--- config.mk ---
export PLATFORM = sky130hd
export DESIGN_NAME = gn3_lerp
export DESIGN_NICKNAME = d
export VERILOG_FILES = /design/src/design/gn3_pkg.sv /design/src/design/gn3_lerp.sv
export SDC_FILE = /design/constraint.sdc
export NUM_CORES = 2
export LEC_CHECK = 0
export BUFFER_PORTS_ARGS = -buffer_cell sky130_fd_sc_hd__buf_2
export CORE_MARGIN = 4
export CORE_UTILIZATION = 51
export CTS_BUF_LIST = sky130_fd_sc_hd__clkbuf_2
export DETAILED_ROUTE_END_ITERATION = 16
export GPL_ROUTABILITY_DRIVEN = 0
export GPL_TIMING_DRIVEN = 0
export PLACE_DENSITY = 0.68
export SLEW_MARGIN = 10
export SYNTH_ARGS = -nofsm -noshare
export SYNTH_HDL_FRONTEND = slang
export SYNTH_SLANG_ARGS = --single-unit
--- constraint.sdc ---
create_clock -name clock -period 10.05 [get_ports clock]
set_input_delay 0.5025 -clock clock [delete_from_list [all_inputs] [get_ports clock]]
set_output_delay 0.5025 -clock clock [all_outputs]
set_load 0.01 [all_outputs]
--- src/design/gn3_pkg.sv ---
// ----------------------------------------------------------------------------
// gn3_pkg
// Shared widths, gradient select codes and the permutation table for the
// 3-D gradient noise pipeline.
// ----------------------------------------------------------------------------
package gn3_pkg;

   localparam int FRACTION_BITS_DEF = 16;
   localparam int COORD_W           = 24;
   localparam int REQ_TDATA_W       = 3 * COORD_W;
   localparam int NOISE_W           = 18;
   localparam int RSP_TDATA_W       = ((NOISE_W + 7) / 8) * 8;
   localparam int NOISE_FB          = 16;
   localparam int NOISE_SAT         = 65536;
   localparam int CELL_W            = 8;
   localparam int HASH_W            = 4;
   localparam int CORNERS           = 8;
   localparam int AXES              = 3;

   // fade polynomial 6t^5 - 15t^4 + 10t^3
   localparam int FADE_K5 = 6;
   localparam int FADE_K4 = 15;
   localparam int FADE_K3 = 10;

   typedef logic [CELL_W-1:0] cell_type;
   typedef logic [HASH_W-1:0] hash_type;

   // gradient select codes on the low hash bits
   localparam hash_type GRAD_U_FROM_Y = 4'd8;   // at or above: u takes y
   localparam hash_type GRAD_V_FROM_Y = 4'd4;   // below: v takes y
   localparam hash_type GRAD_V_X_LO   = 4'd12;  // v takes x
   localparam hash_type GRAD_V_X_HI   = 4'd14;  // v takes x

   localparam cell_type PERM_TABLE [256] = '{
      8'd151, 8'd160, 8'd137, 8'd91,  8'd90,  8'd15,  8'd131, 8'd13,
      8'd201, 8'd95,  8'd96,  8'd53,  8'd194, 8'd233, 8'd7,   8'd225,
      8'd140, 8'd36,  8'd103, 8'd30,  8'd69,  8'd142, 8'd8,   8'd99,
      8'd37,  8'd240, 8'd21,  8'd10,  8'd23,  8'd190, 8'd6,   8'd148,
      8'd247, 8'd120, 8'd234, 8'd75,  8'd0,   8'd26,  8'd197, 8'd62,
      8'd94,  8'd252, 8'd219, 8'd203, 8'd117, 8'd35,  8'd11,  8'd32,
      8'd57,  8'd177, 8'd33,  8'd88,  8'd237, 8'd149, 8'd56,  8'd87,
      8'd174, 8'd20,  8'd125, 8'd136, 8'd171, 8'd168, 8'd68,  8'd175,
      8'd74,  8'd165, 8'd71,  8'd134, 8'd139, 8'd48,  8'd27,  8'd166,
      8'd77,  8'd146, 8'd158, 8'd231, 8'd83,  8'd111, 8'd229, 8'd122,
      8'd60,  8'd211, 8'd133, 8'd230, 8'd220, 8'd105, 8'd92,  8'd41,
      8'd55,  8'd46,  8'd245, 8'd40,  8'd244, 8'd102, 8'd143, 8'd54,
      8'd65,  8'd25,  8'd63,  8'd161, 8'd1,   8'd216, 8'd80,  8'd73,
      8'd209, 8'd76,  8'd132, 8'd187, 8'd208, 8'd89,  8'd18,  8'd169,
      8'd200, 8'd196, 8'd135, 8'd130, 8'd116, 8'd188, 8'd159, 8'd86,
      8'd164, 8'd100, 8'd109, 8'd198, 8'd173, 8'd186, 8'd3,   8'd64,
      8'd52,  8'd217, 8'd226, 8'd250, 8'd124, 8'd123, 8'd5,   8'd202,
      8'd38,  8'd147, 8'd118, 8'd126, 8'd255, 8'd82,  8'd85,  8'd212,
      8'd207, 8'd206, 8'd59,  8'd227, 8'd47,  8'd16,  8'd58,  8'd17,
      8'd182, 8'd189, 8'd28,  8'd42,  8'd223, 8'd183, 8'd170, 8'd213,
      8'd119, 8'd248, 8'd152, 8'd2,   8'd44,  8'd154, 8'd163, 8'd70,
      8'd221, 8'd153, 8'd101, 8'd155, 8'd167, 8'd43,  8'd172, 8'd9,
      8'd129, 8'd22,  8'd39,  8'd253, 8'd19,  8'd98,  8'd108, 8'd110,
      8'd79,  8'd113, 8'd224, 8'd232, 8'd178, 8'd185, 8'd112, 8'd104,
      8'd218, 8'd246, 8'd97,  8'd228, 8'd251, 8'd34,  8'd242, 8'd193,
      8'd238, 8'd210, 8'd144, 8'd12,  8'd191, 8'd179, 8'd162, 8'd241,
      8'd81,  8'd51,  8'd145, 8'd235, 8'd249, 8'd14,  8'd239, 8'd107,
      8'd49,  8'd192, 8'd214, 8'd31,  8'd181, 8'd199, 8'd106, 8'd157,
      8'd184, 8'd84,  8'd204, 8'd176, 8'd115, 8'd121, 8'd50,  8'd45,
      8'd127, 8'd4,   8'd150, 8'd254, 8'd138, 8'd236, 8'd205, 8'd93,
      8'd222, 8'd114, 8'd67,  8'd29,  8'd24,  8'd72,  8'd243, 8'd141,
      8'd128, 8'd195, 8'd78,  8'd66,  8'd215, 8'd61,  8'd156, 8'd180
   };

   function automatic cell_type perm(input cell_type idx);
      return PERM_TABLE[idx];
   endfunction

endpackage

--- src/design/gn3_lerp.sv ---
// ----------------------------------------------------------------------------
// gn3_lerp
// One level of linear blends, lo + floor(t * (hi - lo)), across LANES lanes.
// Stage A multiplies, stage B shifts and adds.
// ----------------------------------------------------------------------------
module gn3_lerp #(
   parameter int LANES     = 4,
   parameter int FRAC_BITS = gn3_pkg::FRACTION_BITS_DEF,
   parameter int VAL_W     = gn3_pkg::FRACTION_BITS_DEF + 4
) (
   input  logic                    clock,
   input  logic [1:0]              stage_en,
   input  logic [FRAC_BITS:0]      weight,
   input  logic signed [VAL_W-1:0] val_lo [LANES],
   input  logic signed [VAL_W-1:0] val_hi [LANES],
   output logic signed [VAL_W-1:0] mix    [LANES]
);

   localparam int PROD_W = FRAC_BITS + VAL_W + 3;

   logic signed [FRAC_BITS+1:0] weight_s;
   logic signed [VAL_W-1:0]     base_ff [LANES];
   logic signed [PROD_W-1:0]    prod_ff [LANES];
   logic signed [PROD_W-1:0]    prod_in [LANES];
   logic signed [VAL_W-1:0]     mix_ff  [LANES];
   logic signed [VAL_W-1:0]     mix_in  [LANES];

   always_comb begin
      weight_s = {1'b0, weight};
      for (int i = 0; i < LANES; i++) begin
         prod_in[i] = PROD_W'(weight_s) * (PROD_W'(val_hi[i]) - PROD_W'(val_lo[i]));
         mix_in[i]  = base_ff[i] + VAL_W'(prod_ff[i] >>> FRAC_BITS);
      end
   end

   always_ff @(posedge clock) begin
      if (stage_en[0]) begin
         base_ff <= val_lo;
         prod_ff <= prod_in;
      end
      if (stage_en[1]) begin
         mix_ff <= mix_in;
      end
   end

   assign mix = mix_ff;

endmodule

* Word-level counts from Yosys, hierarchy flattened
Cells that the tools add are included.
** Storage, ports and cells
- Flip-flop bits (word level) :: 304
** Cells by class
- $add $sub $neg :: 8
- Multiply operators :: 4
** Operators by type and width (count)
- $mul 18x21->36 :: 4
- $sub 20x20->21 :: 4
- $add 20x20->20 :: 4

* Longest topological paths before layout
- Word-level depth :: 2
- Gate-level depth with buffers :: 37
- Gate-level depth less buffers :: 37

* Worst setup path after synthesis
No wires, ideal clock.
- Kind :: input to register
- Start point :: in val_hi[0] (netlist bit)
- End point :: reg prod_ff[35] (netlist bit) (data pin)
- Setup time :: 260 ps
- Data arrival time :: 8458 ps
- Path slack :: 1332 ps
- Stages :: 37
- Path through :: inv_1 -> ha_1 -> fa_1 -> nor2b_1 -> o31a_1 -> o211ai_1 -> a21oi_1 -> o21a_1 -> a31oi_1 -> a211oi_1 -> a21oi_1 -> o21bai_1 -> a21oi_1 -> xnor2_1 -> clkbuf_1 -> nand2_1 -> fa_1 -> fa_1 -> fa_1 -> inv_1 -> fa_1 -> fa_1 -> inv_1 -> fa_1 -> inv_1 -> ha_1 -> a2111oi_0 -> o21ai_0 -> o21ai_0 -> o22ai_1 -> a31o_2 -> o41ai_2 -> o211ai_1 -> o21a_1 -> o21a_1 -> nor2_1 -> xnor2_1
** RTL lines
- from (decl) :: line gn3_lerp.sv:15 : input logic signed [VAL_W-1:0] val_hi [LANES],
- to (signal assigned) :: line gn3_lerp.sv:39 : prod_ff <= prod_in;
- to (decl) :: line gn3_lerp.sv:23 : logic signed [PROD_W-1:0] prod_ff [LANES];

==> flow_summary_export.csv <==
group,metric,value,unit
timing,setup_viol,0,
cells_and_area,design_area,0.0675,mm2
global_route,grt_pass1_wl,281000,um
place,placed_cell_area,0.0651,mm2
timing,clock_skew,45.0,ps
status,outcome,"finished clean",
cts,tritoncts,"yes",
detailed_routing,drt_iter0_markers,3625,
cts,cts.clk_slew.worst_paths,70,ps
synth,synth_area_leaders,"fa_1 (44%), edfxtp_1 (12%), inv_1 (10%), ha_1 (10%), and2_1 (5.8%)",
place,post-dp-hpwl,146000,um
synth,synth_most_common_cell,"inv_1",
cts,clkLatencyLatePin,1270,ps
setup_path,crit_type,"primary input to flip-flop",
flow_run,maxCapViolCount,0,
floorplanning,die_area,0.127,mm2
synth,syn_nets,8536,
synth,synth_edf_count,240,
setup_path,crit_path_max_fanout,10,
synth,yosysUniqueCellTypes,69,
synth,syn_area_per_cell,9.49,um2
detailed_routing,ant_nets,0,
synth,postSynth.asyncResetShare,0,%
timing,rsz0062_at_grt,"false",
cts,cts_setup_buffers,0,
timing,finalCriticalPeriod,9720,ps
global_route,grt_antenna_before_repair,24,
floorplanning,die_w,356,um
setup_path,start_kind,"primary input",
setup_path,cp-end-kind,"flip-flop",
setup_path,cp.arrival,10750,ps
floorplanning,initial_utilization,51.4,%
detailed_routing,vias,46000,
cells_and_area,syn_to_final_growth,9.22,%
cts,cts_inserted_buffers,73,
setup_path,slowest_delay,770,ps
timing,slew_violations,0,
synth,synth_top_area_cell,"fa_1",
setup_path,critical_path_required,11080,ps
setup_path,critPathMostFrequentCell,"fa_1",
cells_and_area,nets,9021,
cts,clockRootBuffer,"clkbuf_2",
synth,yosysTopAreaCellShare,43.6,%
detailed_routing,avgRoutedWirePerCell,20.8,um
setup_path,crit_slowest_cell,"o31ai_2",
floorplanning,die_y,356,um
synth,synthCells,6512,
global_route,grt_max_degree,93,
timing,tightest_slew,1440,ps
timing,fin_setup_tns,0,ps
floorplanning,ios,260,
detailed_routing,routed_via_density,5.30,
detailed_routing,first_pass_iters,8,
floorplanning,core_area,0.120,mm2
cells_and_area,layout-drive-gt1-share,5.76,%
timing,fin_hold_ws,203,ps
timing,fmax,103,MHz
timing,slew_headroom,3.93,%
synth,synth-seq-area-share,11.7,%
detailed_routing,wl,181000,um
floorplanning,rows,127,
synth,netlist_area,0.0618,mm2
synth,ys_top_cells_by_count,"inv_1 (1671), fa_1 (1344), nand2_1 (772)",
cts,cts.sinks,240,
detailed_routing,drc,0,
worst_hold_path,min_path_type,"primary input to flip-flop",
global_route,grt_pass1_vias,49400,
synth,yosysWarningCount,0,
place,portBuffers,244,
synth,ys_ff_latch,240,
cts,cts_max_level,3,
global_route,grt_usage,29.4,%
global_route,grt.overflow.total,0,
timing,hold_viol,0,
synth,ys.flop_type,"edfxtp_1",
timing,timing.final.crit_share,96.8,%
cts,cts_buffer_depth,3,
cells_and_area,fillers,10800,
[critical path, delay by kind of cell]
family	cells	cell delay [ps]
buffers and inverters	7	1450
adders and majority gates	8	3750
xor gates and xnor gates	1	70
and+or+nand+nor	3	550
AOI/OAI and AO/OA	16	4430
[per-stage QoR]
stage	utilization [%]	setup WS [ps]	instances
after detailed placement	54.2	-316	8370
after CTS	56.1	513	8660
after global placement	54.1	-238	8368
after floorplan	-	1330	6512
after global routing	56.1	40.5	8669
final	56.2	326	8679
[layer usage]
metal	routed length, um	GRT usage (%)	vias to the layer above
li1	-	-	20300
met1	67900	37.1	23100
met2	83600	47.2	2095
met4	10500	14.9	20
met3	18600	7.67	534
met5	135	0	-
[placed cells by master, fill, tap and decap left out, types with 7 or more instances in the layout]
master / synthesis / routed
nor3_1: 52 / 52
clkinv_1: 0 / 17
and2_1: 570 / 570
clkbuf_2: 0 / 116
a21oi_1: 130 / 130
a21o_1: 48 / 48
inv_1: 1671 / 1671
diode_2: 0 / 18
a211oi_1: 11 / 11
o21ai_0: 67 / 67
o21ai_1: 11 / 11
o31a_1: 8 / 8
nor2_1: 161 / 160
or3_1: 17 / 17
nand2b_1: 58 / 58
xnor2_1: 208 / 202
or2_2: 8 / 8
ha_1: 500 / 500
clkbuf_1: 235 / 225
and3_1: 13 / 13
a2111oi_0: 8 / 7
xor2_1: 44 / 44
a31oi_1: 13 / 13
nand2_1: 772 / 772
o211ai_1: 12 / 12
dlygate4sd3_1: 0 / 163
fa_1: 1344 / 1344
buf_2: 0 / 243
nand3_1: 21 / 21
o21a_1: 50 / 50
nand4_1: 11 / 11
edfxtp_1: 240 / 240
o21bai_1: 12 / 12
nor2b_1: 120 / 120
[final timing paths]
path	startpoint	endpoint	slack, ps	cells past startpoint
min	val_hi[59]	prod_ff[113]	200	7
max reg2reg	base_ff[61]	mix[79]	6200	13
min reg2reg	prod_ff[16]	mix[0]	540	1
max	val_lo[2]	prod_ff[35]	330	35
[state kept, by name, indices dropped and copies added (netlist names)]
register / flops
base_ff: 80
mix: 80
prod_ff: 80
[kinds of logic after synthesis]
| logic type | count (synthesis) | share of synthesized area [%] |
|---|---|---|
| compound gates | 443 | 4.81 |
| xor+xnor | 254 | 3.65 |
| fa+ha+maj | 1844 | 53.7 |
| buf+inv | 1908 | 11.6 |
| flops | 240 | 11.7 |
| mux | 2 | 0.0324 |
| simple gates | 1821 | 14.6 |
[repair_timing]
action | CTS | global route
resized for setup | 0 | 9
hold endpoints to repair | 283 | 0
hold buffers | 163 | 0
endpoints found under the setup margin | 0 | 4
[layout make-up]
cell class | count | area [um2] | area share, %
multi-input cells | 4364 | 47500 | 70.3
flip-flops and latches | 240 | 7210 | 10.7
inverters | 1671 | 6270 | 9.30
repair buffers | 410 | 2930 | 4.35
well taps | 1612 | 2020 | 2.99
plain buffers | 237 | 903 | 1.34
clock buffers | 106 | 531 | 0.786
clock inverters | 21 | 108 | 0.159
diodes | 18 | 45.0 | 0.0668
Power is left out: the tool's default activity adds up to more than one toggle a clock period on the data nets, which glitch-free logic cannot reach.
