## src/design/gn3_pkg.sv

```systemverilog
// ----------------------------------------------------------------------------
// gn3_pkg
// Shared widths, gradient select codes and the permutation table for the
// 3-D gradient noise pipeline.
// ----------------------------------------------------------------------------
package gn3_pkg;

   localparam int FRACTION_BITS_DEF = 16;
   localparam int COORD_W           = 24;
   localparam int REQ_TDATA_W       = 3 * COORD_W;
   localparam int NOISE_W           = 18;
   localparam int RSP_TDATA_W       = ((NOISE_W + 7) / 8) * 8;
   localparam int NOISE_FB          = 16;
   localparam int NOISE_SAT         = 65536;
   localparam int CELL_W            = 8;
   localparam int HASH_W            = 4;
   localparam int CORNERS           = 8;
   localparam int AXES              = 3;

   // fade polynomial 6t^5 - 15t^4 + 10t^3
   localparam int FADE_K5 = 6;
   localparam int FADE_K4 = 15;
   localparam int FADE_K3 = 10;

   typedef logic [CELL_W-1:0] cell_type;
   typedef logic [HASH_W-1:0] hash_type;

   // gradient select codes on the low hash bits
   localparam hash_type GRAD_U_FROM_Y = 4'd8;   // at or above: u takes y
   localparam hash_type GRAD_V_FROM_Y = 4'd4;   // below: v takes y
   localparam hash_type GRAD_V_X_LO   = 4'd12;  // v takes x
   localparam hash_type GRAD_V_X_HI   = 4'd14;  // v takes x

   localparam cell_type PERM_TABLE [256] = '{
      8'd151, 8'd160, 8'd137, 8'd91,  8'd90,  8'd15,  8'd131, 8'd13,
      8'd201, 8'd95,  8'd96,  8'd53,  8'd194, 8'd233, 8'd7,   8'd225,
      8'd140, 8'd36,  8'd103, 8'd30,  8'd69,  8'd142, 8'd8,   8'd99,
      8'd37,  8'd240, 8'd21,  8'd10,  8'd23,  8'd190, 8'd6,   8'd148,
      8'd247, 8'd120, 8'd234, 8'd75,  8'd0,   8'd26,  8'd197, 8'd62,
      8'd94,  8'd252, 8'd219, 8'd203, 8'd117, 8'd35,  8'd11,  8'd32,
      8'd57,  8'd177, 8'd33,  8'd88,  8'd237, 8'd149, 8'd56,  8'd87,
      8'd174, 8'd20,  8'd125, 8'd136, 8'd171, 8'd168, 8'd68,  8'd175,
      8'd74,  8'd165, 8'd71,  8'd134, 8'd139, 8'd48,  8'd27,  8'd166,
      8'd77,  8'd146, 8'd158, 8'd231, 8'd83,  8'd111, 8'd229, 8'd122,
      8'd60,  8'd211, 8'd133, 8'd230, 8'd220, 8'd105, 8'd92,  8'd41,
      8'd55,  8'd46,  8'd245, 8'd40,  8'd244, 8'd102, 8'd143, 8'd54,
      8'd65,  8'd25,  8'd63,  8'd161, 8'd1,   8'd216, 8'd80,  8'd73,
      8'd209, 8'd76,  8'd132, 8'd187, 8'd208, 8'd89,  8'd18,  8'd169,
      8'd200, 8'd196, 8'd135, 8'd130, 8'd116, 8'd188, 8'd159, 8'd86,
      8'd164, 8'd100, 8'd109, 8'd198, 8'd173, 8'd186, 8'd3,   8'd64,
      8'd52,  8'd217, 8'd226, 8'd250, 8'd124, 8'd123, 8'd5,   8'd202,
      8'd38,  8'd147, 8'd118, 8'd126, 8'd255, 8'd82,  8'd85,  8'd212,
      8'd207, 8'd206, 8'd59,  8'd227, 8'd47,  8'd16,  8'd58,  8'd17,
      8'd182, 8'd189, 8'd28,  8'd42,  8'd223, 8'd183, 8'd170, 8'd213,
      8'd119, 8'd248, 8'd152, 8'd2,   8'd44,  8'd154, 8'd163, 8'd70,
      8'd221, 8'd153, 8'd101, 8'd155, 8'd167, 8'd43,  8'd172, 8'd9,
      8'd129, 8'd22,  8'd39,  8'd253, 8'd19,  8'd98,  8'd108, 8'd110,
      8'd79,  8'd113, 8'd224, 8'd232, 8'd178, 8'd185, 8'd112, 8'd104,
      8'd218, 8'd246, 8'd97,  8'd228, 8'd251, 8'd34,  8'd242, 8'd193,
      8'd238, 8'd210, 8'd144, 8'd12,  8'd191, 8'd179, 8'd162, 8'd241,
      8'd81,  8'd51,  8'd145, 8'd235, 8'd249, 8'd14,  8'd239, 8'd107,
      8'd49,  8'd192, 8'd214, 8'd31,  8'd181, 8'd199, 8'd106, 8'd157,
      8'd184, 8'd84,  8'd204, 8'd176, 8'd115, 8'd121, 8'd50,  8'd45,
      8'd127, 8'd4,   8'd150, 8'd254, 8'd138, 8'd236, 8'd205, 8'd93,
      8'd222, 8'd114, 8'd67,  8'd29,  8'd24,  8'd72,  8'd243, 8'd141,
      8'd128, 8'd195, 8'd78,  8'd66,  8'd215, 8'd61,  8'd156, 8'd180
   };

   function automatic cell_type perm(input cell_type idx);
      return PERM_TABLE[idx];
   endfunction

endpackage

```

## src/design/gn3_fade.sv

```systemverilog
// ----------------------------------------------------------------------------
// gn3_fade
// Three-stage quintic fade 6t^5 - 15t^4 + 10t^3 on one axis fraction,
// one multiply level per stage, products floored.
// ----------------------------------------------------------------------------
module gn3_fade #(
   parameter int FRAC_BITS = gn3_pkg::FRACTION_BITS_DEF
) (
   input  logic                 clock,
   input  logic [2:0]           stage_en,
   input  logic [FRAC_BITS-1:0] frac,
   output logic [FRAC_BITS:0]   fade
);
   import gn3_pkg::*;

   localparam int FB   = FRAC_BITS;
   localparam int M_W  = FB + 5;
   localparam int SQ_W = 2 * FB;
   localparam int QP_W = 2 * FB + 6;

   logic [SQ_W-1:0]        sq_full;
   logic signed [M_W-1:0]  slope;
   logic signed [QP_W-1:0] qp;
   logic [FB-1:0]          t1_ff, sq1_ff, sq1_in;
   logic signed [M_W-1:0]  q1_ff, q1_in;

   logic [SQ_W-1:0]        cube_full;
   logic [FB-1:0]          cube_ff, cube_in;
   logic signed [M_W-1:0]  inner_ff, inner_in;

   logic signed [QP_W-1:0] fp;
   logic [FB:0]            fade_ff, fade_in;

   always_comb begin
      // stage 1: t^2 and t*(6t - 15)
      sq_full = SQ_W'(frac) * SQ_W'(frac);
      sq1_in  = sq_full[SQ_W-1:FB];
      slope   = M_W'(FADE_K5) * M_W'(frac) - (M_W'(FADE_K4) << FB);
      qp      = QP_W'(signed'({1'b0, frac})) * QP_W'(slope);
      q1_in   = M_W'(qp >>> FB);
      // stage 2: t^3 and the inner term
      cube_full = SQ_W'(sq1_ff) * SQ_W'(t1_ff);
      cube_in   = cube_full[SQ_W-1:FB];
      inner_in  = q1_ff + (M_W'(FADE_K3) << FB);
      // stage 3: t^3 * inner, never negative
      fp      = QP_W'(signed'({1'b0, cube_ff})) * QP_W'(inner_ff);
      fade_in = (FB + 1)'(fp >>> FB);
   end

   always_ff @(posedge clock) begin
      if (stage_en[0]) begin
         t1_ff  <= frac;
         sq1_ff <= sq1_in;
         q1_ff  <= q1_in;
      end
      if (stage_en[1]) begin
         cube_ff  <= cube_in;
         inner_ff <= inner_in;
      end
      if (stage_en[2]) begin
         fade_ff <= fade_in;
      end
   end

   assign fade = fade_ff;

endmodule

```

## config.mk

```make
export PLATFORM = sky130hd
export DESIGN_NAME = gn3_fade
export DESIGN_NICKNAME = d
export VERILOG_FILES = /design/src/design/gn3_pkg.sv /design/src/design/gn3_fade.sv
export SDC_FILE = /design/constraint.sdc
export NUM_CORES = 2
export LEC_CHECK = 0
export ABC_AREA = 1
export BUFFER_PORTS_ARGS = -buffer_cell sky130_fd_sc_hd__buf_2
export CAP_MARGIN = 20
export CORE_UTILIZATION = 65
export DETAILED_ROUTE_END_ITERATION = 12
export PLACE_DENSITY = 0.82
export SKIP_LAST_GASP = 1
export SYNTH_ARGS = -nofsm -noshare
export SYNTH_HDL_FRONTEND = slang
export SYNTH_SLANG_ARGS = --single-unit
```

## constraint.sdc

```tcl
create_clock -name clock -period 17.38 [get_ports clock]
set_input_delay 1.738 -clock clock [delete_from_list [all_inputs] [get_ports clock]]
set_output_delay 1.738 -clock clock [all_outputs]
set_load 0.02 [all_outputs]
```

# After elaboration in Yosys (flattened, before gate mapping)
# Index checks and enable logic that the tools add are counted.
word_totals:
  ff_bits: 107
  latch_bits: 0
  ramBits: 0
  mem_bits_ro: 0
  input_bits: 20
  out_inout_bits: 17
  word_cells: 13
  n_memories: 0
classes:
  addsub: 2
  multipliers: 5
  n_div: 0
  magnitude_cmp: 0
  eq_ne: 0
  shifts: 0
  muxes: 0
  bitwise_logic: 0
  reduce_logical: 0
ops:
  columns: ["op", "n"]
  rows:
  - ["16-bit by 16-bit multiplier with 32-bit output", 2]
  - ["17-bit by 21-bit multiplier with 37-bit output", 1]
  - ["17-bit by 21-bit multiplier with 33-bit output", 1]
  - ["21-bit adder, second input constant", 1]
  - ["19-bit by 20-bit subtractor with 21-bit output, second input constant", 1]
  - ["2-bit by 16-bit multiplier with 18-bit output, first input constant", 1]

# Longest topological paths before layout
logic_depth:
  word_depth: 3
  mapped_depth: 39
  depth_no_buf: 38

# Worst setup path after synthesis
# No wires, ideal clock.
synth_timing:
  path_type: "input port to flip-flop"
  from: "in frac[15]"
  to: "reg q1_ff[17], data pin"
  setup_time_ps: 252
  arrival_time_ps: 8573
  required_time_ps: 17128
  slack_ps: 8555
  path_stages: 35
  n_path_buf: 5
  path_cell_list: "clkbuf_1 clkinv_1 clkbuf_1 ha_1 inv_1 nor3_1 a21oi_1 nand2_1 xor2_1 buf_4 ha_1 clkbuf_1 clkbuf_1 nand2_1 fa_1 fa_1 fa_1 inv_1 fa_1 fa_1 inv_1 fa_1 inv_1 ha_1 nand2_1 nor2_1 inv_1 nor2_1 inv_1 nor3_1 nand2_1 nand2_1 nand2_1 nand3_1 nand2_1"
synth_via:
  elab_chain_len: 3
synth_rtl:
  columns: ["element", "line_no", "source"]
  rows:
  - ["start: declaration", "gn3_fade.sv:11", "input logic [FRAC_BITS-1:0] frac,"]
  - ["2-bit by 16-bit multiplier with 18-bit output", "gn3_fade.sv:38", "slope = M_W'(FADE_K5) * M_W'(frac) - (M_W'(FADE_K4) << FB);"]
  - ["19-bit by 20-bit subtractor with 21-bit output", "gn3_fade.sv:38", null]
  - ["17-bit by 21-bit multiplier with 37-bit output *", "gn3_fade.sv:39", "qp = QP_W'(signed'({1'b0, frac})) * QP_W'(slope);"]
  - ["net qp[33]", "gn3_fade.sv:23", "logic signed [QP_W-1:0] qp;"]
  - ["end signal: assignment", "gn3_fade.sv:54", "q1_ff <= q1_in;"]
  - ["end: declaration", "gn3_fade.sv:25", "logic signed [M_W-1:0] q1_ff, q1_in;"]
# The timed path passes the listed nets; every way through them passes the cells marked *.
# A chain may end at the register's enable or synchronous reset.

# Final worst setup path
layout_timing:
  from: "in frac[4]"
  to: "reg q1_ff[20], data pin"
# Same word-level chain as after synthesis.

==> flow_summary.ini <==
[run_status]
status = complete, no violations

[clock_network]
hold_buffers = 0
tritoncts = built
cts_buffers = 9
postCtsSetupRepairBufs = 0
cts_resized = 0
clock_latency_ps = 410
htree_levels = 3
cts-root-buf = clkbuf_16
clkTransAtPathRegs_ps = 90
clockBufferDepth = 2
cts_sinks = 107

[cells_and_area]
fillers = 5454
layout-drive-gt1-share_pct = 1.96
nNetsFinal = 6745
final_common_cell = inv_1
stdcell_area_mm2 = 0.0451
synthToLayoutAreaGrowth_pct = 2.12
stdcell_count = 6242
layout_common_cells = 1,670 x inv_1, 1,241 x nand2_1, 969 x fa_1, 393 x ha_1, 271 x nor2_1

[floorplan]
fp.dieW_um = 263
placeableCoreArea_mm2 = 0.0672
rows = 95
io_pins = 37
die_area_mm2 = 0.0689
start_util_pct = 65.7
die_h_um = 263

[logic_synthesis]
synthArstFlopShare_pct = 0
syn_area_per_cell_um2 = 8.03
syn-cell-area_mm2 = 0.0441
yosys-top-cells-area = fa_1 44%, inv_1 14%, ha_1 11%
ys_ff_latch = 107
synthFlopType = edfxtp_1
synth_top_area_share_pct = 44.0
synth_edf_count = 107
synth_cell_types = 47
synth_fp_nets = 6879
synth_area_leader_cell = fa_1
syn_inst = 5497
ys_warn_count = 0
ys_seq_area_share_pct = 7.28

[detailed_routing]
routed_wirelength_um = 109000
final_antenna_net_count = 0
drc = 0
dr_total_vias = 34457
vias_per_cell = 5.52
drt-pass1-iter-count = 6
wl_per_cell_um = 17.5
drt_iter0_drc = 2718

[place]
postPlaceCellArea_mm2 = 0.0447
portBuffers = 36
place_ws_ps = 6910
place_hpwl_um = 89500
place_inst = 6225
gp_congestion = 0.970

[global_routing]
antenna_found_initial = 3
grt_max_degree = 54
grt_usage_pct = 33.5
grt_pass1_vias = 37384
grt_pass1_wl_um = 183000
grt.overflow.total = 0

[worst_setup_path]
reg2reg_slack_ps = 11000
critPathSlowestCell = xor2_1
crit_top_cell = nand2_1
r2r-start = inner_ff[20]
arrival_ps = 10420
critPathKind = in2reg
max_stage_delay_ps = 690
cp.required_ps = 17560
cp_max_fo = 29
worstSetupEndpointType = register
reg2regPathDepth = 19
cp-start-kind = input port
timing.rr.end = fade[15]

[timing]
final_max_slew_viol_count = 0
finalCritPeriodShare_pct = 58.9
slew_headroom_pct = 32.4
rsz0062_at_grt = false
fin_setup_tns_ps = 0
hold_viol_final = 0
max_freq_mhz = 97.6
setup_viol = 0
worst_slew_pin_slew_ps = 1010
min_period_ps = 10240
fin_worst_skew_ps = 20.1
fin_ws_ps = 7140

[min_path]
hp-class = reg2reg
hold_depth = 0
worstHoldStart = q1_ff[3]
worstHoldEndpoint = inner_ff[3]

[flow_run]
drv_cap = 0
-- cells by family after synthesis --
family,synth area share (%)
buffers and inverters,16.2
adder cells (fa/ha/maj),55.1
XOR/XNOR,1.61
AO/OA/AOI/OAI,4.12
flip-flops,7.28
AND/OR/NAND/NOR,15.7
-- state kept, by name (all words and copies together), names as in the netlist --
register  count
cube_ff      16
fade         17
inner_ff     21
q1_ff        21
sq1_ff       16
t1_ff        16
-- cells in the mapped netlist (3+ instances only) --
| cell | number |
|---|---|
| buf_2 | 8 |
| nand3b_1 | 3 |
| a21oi_1 | 154 |
| clkinv_1 | 5 |
| o211ai_1 | 5 |
| a211oi_1 | 4 |
| nand2_1 | 1241 |
| nor2_1 | 271 |
| inv_2 | 6 |
| nand3_1 | 150 |
| inv_1 | 1670 |
| a31oi_1 | 12 |
| fa_1 | 969 |
| clkbuf_1 | 170 |
| nor3_1 | 26 |
| or2_2 | 7 |
| nand2_2 | 9 |
| buf_1 | 11 |
| ha_1 | 393 |
| a21oi_2 | 3 |
| xnor2_1 | 32 |
| and3_1 | 3 |
| o21ai_1 | 6 |
| o21ai_0 | 80 |
| xor2_1 | 49 |
| nand4_1 | 20 |
| o21a_1 | 5 |
| nor4_1 | 5 |
| a21o_1 | 22 |
| buf_6 | 6 |
| edfxtp_1 | 107 |
| a21boi_0 | 4 |
| nand3_2 | 3 |
| o21bai_1 | 21 |
-- worst max-delay path by stage --
stage | start | endpoint | slack, ps | depth (start not counted)
after detailed placement | frac[4] | q1_ff[20] | 6910 | 34
after CTS | frac[4] | q1_ff[20] | 7340 | 34
after global placement | frac[4] | q1_ff[17] | 7080 | 34
after floorplan | frac[15] | q1_ff[17] | 8550 | 35
final | frac[4] | q1_ff[20] | 7140 | 34
after global routing | frac[4] | q1_ff[20] | 6690 | 34
-- area by class of cell --
class,instances,area [um2],area share [%]
clock inverters,7,114,0.253
flip-flops and latches,107,3210,7.13
multi-input cells,3509,33800,75.0
clock buffers,9,225,0.500
well taps,873,1090,2.42
repair buffers,54,315,0.700
diodes,1,2.50,0.00555
inverters,1682,6320,14.0
-- through the flow --
step	util, %	hold slack, ps
after floorplan	-	400
after global placement	66.6	401
after detailed placement	66.6	405
after CTS	67.1	415
after global routing	67.1	428
final	67.1	414
-- per-layer routing --
layer,GRT usage (%),part of all wire (%),vias up
met5,0,0,-
met2,57.6,49,1654
met1,41.7,38,16934
met4,15.4,4.8,0
met3,5.29,8.7,369
li1,-,-,15500
-- critical path, delay by kind of cell --
kind,cells,cell delay [ps]
xor+xnor,1,690
fa+ha+maj,9,4270
buf+inv,7,1550
simple gates,17,2150
Power is left out: the tool's default activity adds up to more than one toggle a clock period on the data nets, which glitch-free logic cannot reach.
